$ cat src/sv/dmsrt_pkg.sv
// shared types and codes for the direct-mapped search result table
package dmsrt_pkg;

  localparam logic MODE_STORE = 1'b0;
  localparam logic MODE_PROBE = 1'b1;

  localparam logic [1:0] BOUND_EXACT = 2'd0;
  localparam logic [1:0] BOUND_UPPER = 2'd1;
  localparam logic [1:0] BOUND_LOWER = 2'd2;

  typedef struct packed {
    logic               mode;
    logic [63:0]        position_key;
    logic [15:0]        move_code;
    logic signed [15:0] entry_value;
    logic [7:0]         search_depth;
    logic [1:0]         bound_kind;
    logic signed [15:0] window_low;
    logic signed [15:0] window_high;
  } in_item_t;

  typedef struct packed {
    logic               key_hit;
    logic [15:0]        hit_move;
    logic               value_usable;
    logic signed [15:0] usable_value;
  } out_item_t;

  // one table slot as kept in memory
  typedef struct packed {
    logic               valid;
    logic [63:0]        tag;
    logic [15:0]        move;
    logic signed [15:0] value;
    logic [7:0]         depth;
    logic [1:0]         bound;
  } entry_t;

  typedef enum logic [2:0] {
    S_CLEAR,
    S_IDLE,
    S_STORE,
    S_READ,
    S_EVAL
  } state_t;

  typedef struct packed {
    logic load_item;
    logic mem_clear;
    logic mem_write;
    logic mem_read;
    logic load_out;
  } ctrl_cmd_t;

  typedef struct packed {
    logic item_is_probe;
    logic clear_last;
    logic out_busy;
  } dp_stat_t;

endpackage

$ cat src/sv/dmsrt_ctrl.sv
// controller state machine: clearing pass, item sequencing, result hand-off
module dmsrt_ctrl (
  input  logic               clk,
  input  logic               rst_n,
  input  logic               in_valid,
  output logic               in_ready,
  input  dmsrt_pkg::dp_stat_t stat,
  output dmsrt_pkg::ctrl_cmd_t cmd
);
  import dmsrt_pkg::*;

  state_t state_r;
  state_t state_nxt;

  always_ff @(posedge clk) begin
    if (!rst_n) begin
      state_r <= S_CLEAR;
    end else begin
      state_r <= state_nxt;
    end
  end

  always_comb begin
    state_nxt = state_r;
    cmd       = '0;
    in_ready  = 1'b0;
    case (state_r)
      S_CLEAR: begin
        cmd.mem_clear = 1'b1;
        if (stat.clear_last) begin
          state_nxt = S_IDLE;
        end
      end
      S_IDLE: begin
        in_ready = 1'b1;
        if (in_valid) begin
          cmd.load_item = 1'b1;
          state_nxt     = S_STORE;
        end
      end
      S_STORE: begin
        // item register holds the transfer; route on its mode
        if (stat.item_is_probe) begin
          cmd.mem_read = 1'b1;
          state_nxt    = S_EVAL;
        end else begin
          cmd.mem_write = 1'b1;
          state_nxt     = S_IDLE;
        end
      end
      S_READ: begin
        cmd.mem_read = 1'b1;
        state_nxt    = S_EVAL;
      end
      S_EVAL: begin
        if (!stat.out_busy) begin
          cmd.load_out = 1'b1;
          state_nxt    = S_IDLE;
        end
      end
      default: begin
        state_nxt = S_CLEAR;
      end
    endcase
  end

endmodule

$ cat config.mk
export PLATFORM = sky130hd
export DESIGN_NAME = dmsrt_ctrl
export DESIGN_NICKNAME = d
export VERILOG_FILES = /design/src/sv/dmsrt_pkg.sv /design/src/sv/dmsrt_ctrl.sv
export SDC_FILE = /design/constraint.sdc
export NUM_CORES = 1
export LEC_CHECK = 0
export BUFFER_PORTS_ARGS = -buffer_cell sky130_fd_sc_hd__buf_2
export CORE_AREA = 2 2 39 41
export CTS_BUF_LIST = sky130_fd_sc_hd__clkbuf_4 sky130_fd_sc_hd__clkbuf_8
export DETAILED_ROUTE_END_ITERATION = 6
export DIE_AREA = 0 0 41 43
export PLACE_DENSITY = 0.32
export SYNTH_ARGS = -nofsm -noshare
export SYNTH_HDL_FRONTEND = slang
export SYNTH_SLANG_ARGS = --single-unit
$ cat constraint.sdc
create_clock -name clk -period 1.2 [get_ports clk]
set_input_delay 0.18 -clock clk [delete_from_list [all_inputs] [get_ports clk]]
set_output_delay 0.18 -clock clk [all_outputs]
set_load 0.05 [all_outputs]
* After elaboration in Yosys (flattened, before gate mapping)
Cells that the tools add are included.
** Cells by class
- $add $sub $neg :: 0
- Multipliers :: 0
- Divide/modulo/power cells :: 0
- Order comparisons :: 0
- Eq/ne operators :: 7
- Shifts and indexed selects :: 0
- Mux-type cells :: 15
- Bitwise logic cells :: 0
- Reduce and logical (&&, ||, !) cells :: 2
** Operators by type and width (number)
- $pmux W3 S5 :: 1
- $mux W3 :: 4
- $mux W1 :: 9
- $eq A3 B2 Y1 const B :: 2
- $ne A2 B2 Y1 const B :: 3
- $eq A3 B1 Y1 const B :: 1
- $eq A3 B3 Y1 const B :: 1
- $logic_not A3 Y1 :: 1
- $reduce_and A3 Y1 :: 1
- $pmux W1 S2 :: 1
** Storage, ports and cells
- Register bits :: 3
- Bits in latches :: 0
- RAM bits :: 0
- ROM bits :: 0
- Input bits :: 6
- Logic and storage cells :: 25
- Memories :: 0

* Longest topological paths before layout
- Word-level depth :: 3
- Depth in mapped cells :: 4
- Mapped depth without buffers :: 3

* Worst setup path after synthesis
OpenSTA, ideal clock, no wires.
- Path type :: register to output
- Start :: register state_r[0]
- End :: output cmd[0] (netlist name)
- Data arrival time :: 2083 ps
- Data required time :: 1020 ps
- Path slack :: -1063 ps
- Stages on the path, launching flop included :: 3
- Path buffers :: 1
- Cell sequence :: dfxtp_1 buf_2 nor4b_1
** RTL lines
- start, declared :: line dmsrt_ctrl.sv:12 : state_t state_r;
- start signal, assigned :: line dmsrt_ctrl.sv:19 : state_r <= state_nxt;
- end, declared :: line dmsrt_ctrl.sv:8 : output dmsrt_pkg::ctrl_cmd_t cmd

==> summary.md <==
| Metric | Value |
|---|---|
| Vias per Instance | 4.19 |
| DRC errors left | 0 |
| Largest registers | state_r: 3 flops |
| DP Worst Slack | -0.0643 ns |
| CTS Buf Count | 3 |
| Yosys cell types | 15 |
| CTS tree | built |
| Mux contribution to synthesized area | 0% |
| Num ports | 12 |
| Critical path required time | 1.02 ns |
| WL/cell | 10.3 um |
| Area Growth Syn to Fin | 142% |
| Rows | 14 |
| CTS max path bufs | 2 |
| Post-Synthesis Cells | 21 |
| Final core utilization | 32.6% |
| Largest register by flop count | state_r |
| Via count | 243 |
| IO buf count | 11 |
| Global route overflow | 0 |
| Worst setup SP type | register |
| First-pass GRT wire length | 966 um |
| Count of final max-slew check failures | 0 |
| Outcome | finished, violations left |
| Compound-gate portion of the synthesized area | 20.8% |
| Final Hold Viols | 0 |
| GRT Total Usage | 8.32% |
| Placed cell areas | 338 um2 |
| Core region area | 1380 um2 |
| Synth top cells by count | dfxtp_1, nor2_1, nor3_1, o21a_1 |
| RSZ-0062 raised after global routing | yes |
| Ant. Diodes | 0 |
| Post-synth EDFFs | 0 |
| Die Footprint | 1760 um2 |
| Sequential share of the synthesized area | 32.2% |
| Final nets | 49 |
| Crit Path Category | reg2out |
| Max FFs per register | 3 |
| Max-cap violations | 0 |
| Final hold slack | 0.200 ns |
| Asr flop ratio synth | 0% |
| Clock slew seen by the registers of the worst setup and hold paths | 0.04 ns |
| CP Capture Type | output port |
| Die Wd | 41 um |
| Post-Synth Adder-Cell Area | 0% |
| Final setup violation count | 6 |
| Detail Route Antenna Nets | 0 |
| Headroom to the max-slew limit | 83.1% |
| Number of synthesized register bits | 3 |
| WL final | 599 um |
| H-tree depth | 1 |
| Post-route clock period utilization | 109% |
| Worst clock skew | 0.00463 ns |
| Vias in the first global route | 248 |
| Pre-Repair DR Iteration Count | 4 |
| Area leader, netlist | dfxtp_1 |
| Worst-margin pin slew | 0.251 ns |
| Synth top area share | 32.2% |
| Worst skew pair latency | 0.23 ns |
| Root buf cell | clkbuf_4 |
| Area contributors post-synth | dfxtp_1, o21a_1, nor3b_2 |
| Post-route cell area | 452 um2 |
| Clock sink count | 3 |
| Post-synthesis simple-gate area fraction | 38.3% |
| Yosys warns | 0 |
| Global placement routability congestion | 0.714 |
| Syn Area/Cell | 8.88 um2 |
| Largest net degree at the start of global routing | 7 |
| F_max | 0.768 GHz |
| Peak supply drop | 0.000390 V |
| Layout cell share with drive strength beyond 1 | 81.0% |
| Setup WS post-layout | -0.103 ns |
| Leak pwr | 0.198 nW |
| Initial antenna violation count | 0 |
| Hold Path Class | in2reg |
| Initial Util | 13.5% |
| Top FF cell, synth | dfxtp_1 |
| 1st-iter DRT viols | 2 |
| PwrDens | 1080 nW/um2 |
| Placed wire-length estimate | 440 um |
| Main combinational cell family by area after synthesis | simple AND/OR/NAND/NOR gates |
| Post-Syn Nets | 27 |
| CP arrival | 1.12 ns |
| Cell Area, Synth | 186 um2 |
| Synth Area in XOR/XNOR | 0% |
| Crit-path max FO | 6 |
| Die Y | 43 um |
| Cts hold-fix bufs | 0 |
| R2R setup slack | 0.05 ns |
| Min Tclk post-route | 1.30 ns |
| Violated checks | setup timing |
-- kinds of logic after synthesis --
group	Yosys count
buffers and inverters	2
DFF	3
and+or+nand+nor	11
AOI/OAI and AO/OA	5
-- path summary, 6_finish.rpt --
path | to | start | cells past startpoint
worst max register to register | state_r[0] | state_r[2] | 5
worst min register to register | state_r[1] | state_r[2] | 2
worst max-delay path | cmd[4] | state_r[1] | 3
worst min-delay path | state_r[2] | rst_n | 2
-- final cells by class --
| class | instances | area [um2] |
|---|---|---|
| fillers | 148 | 932 |
| repair buffers | 19 | 170 |
| multi-input cells | 16 | 163 |
| flip-flops and latches | 3 | 68.8 |
| clock buffers | 4 | 30.0 |
| well taps | 16 | 20.0 |
-- metal layers --
| layer | track usage [%] | share of wire (%) |
|---|---|---|
| met1 | 8.63 | 38 |
| met2 | 12.5 | 56 |
| met3 | 3.66 | 6.2 |
| met4 | 6.00 | 0 |
| met5 | 0 | 0 |
-- cells in the final DEF (no fill, tap or decap), types with 2 or more instances in the layout --
cell      instances
buf_6             4
o21a_1            2
buf_2             6
buf_8             2
buf_4             6
dfxtp_4           2
clkbuf_4          4
-- critical path, cell delays in order, from the launching register on --
cell and delay [ns]:
dfxtp_4 0.37, nor3b_4 0.21, and2_4 0.18, buf_8 0.14
-- stage by stage --
stage | total power [mW] | cells | setup TNS, ns
floorplan | 0.217 | 21 | -0.735
global placement | 0.261 | 51 | -0.109
detailed placement | 0.261 | 51 | -0.146
CTS | 0.494 | 58 | -0.483
global route | 0.504 | 58 | -0.668
finish | 0.488 | 58 | -0.486
-- timing repair --
item / in CTS / in global routing
pin swaps: 4 / 1
resized for setup: 18 / 2
setup buffers: 3 / 0
setup endpoints to repair: 6 / 6
-- power breakdown --
group	leakage, nW	total (mW)	switching, mW	internal (mW)
sequential	0.0264	0.114	0.00946	0.104
combinational	0.153	0.173	0.0923	0.0810
clock	0.0184	0.201	0.0540	0.147
total	0.198	0.488	0.156	0.333
Power figures use the tool's default switching activity.
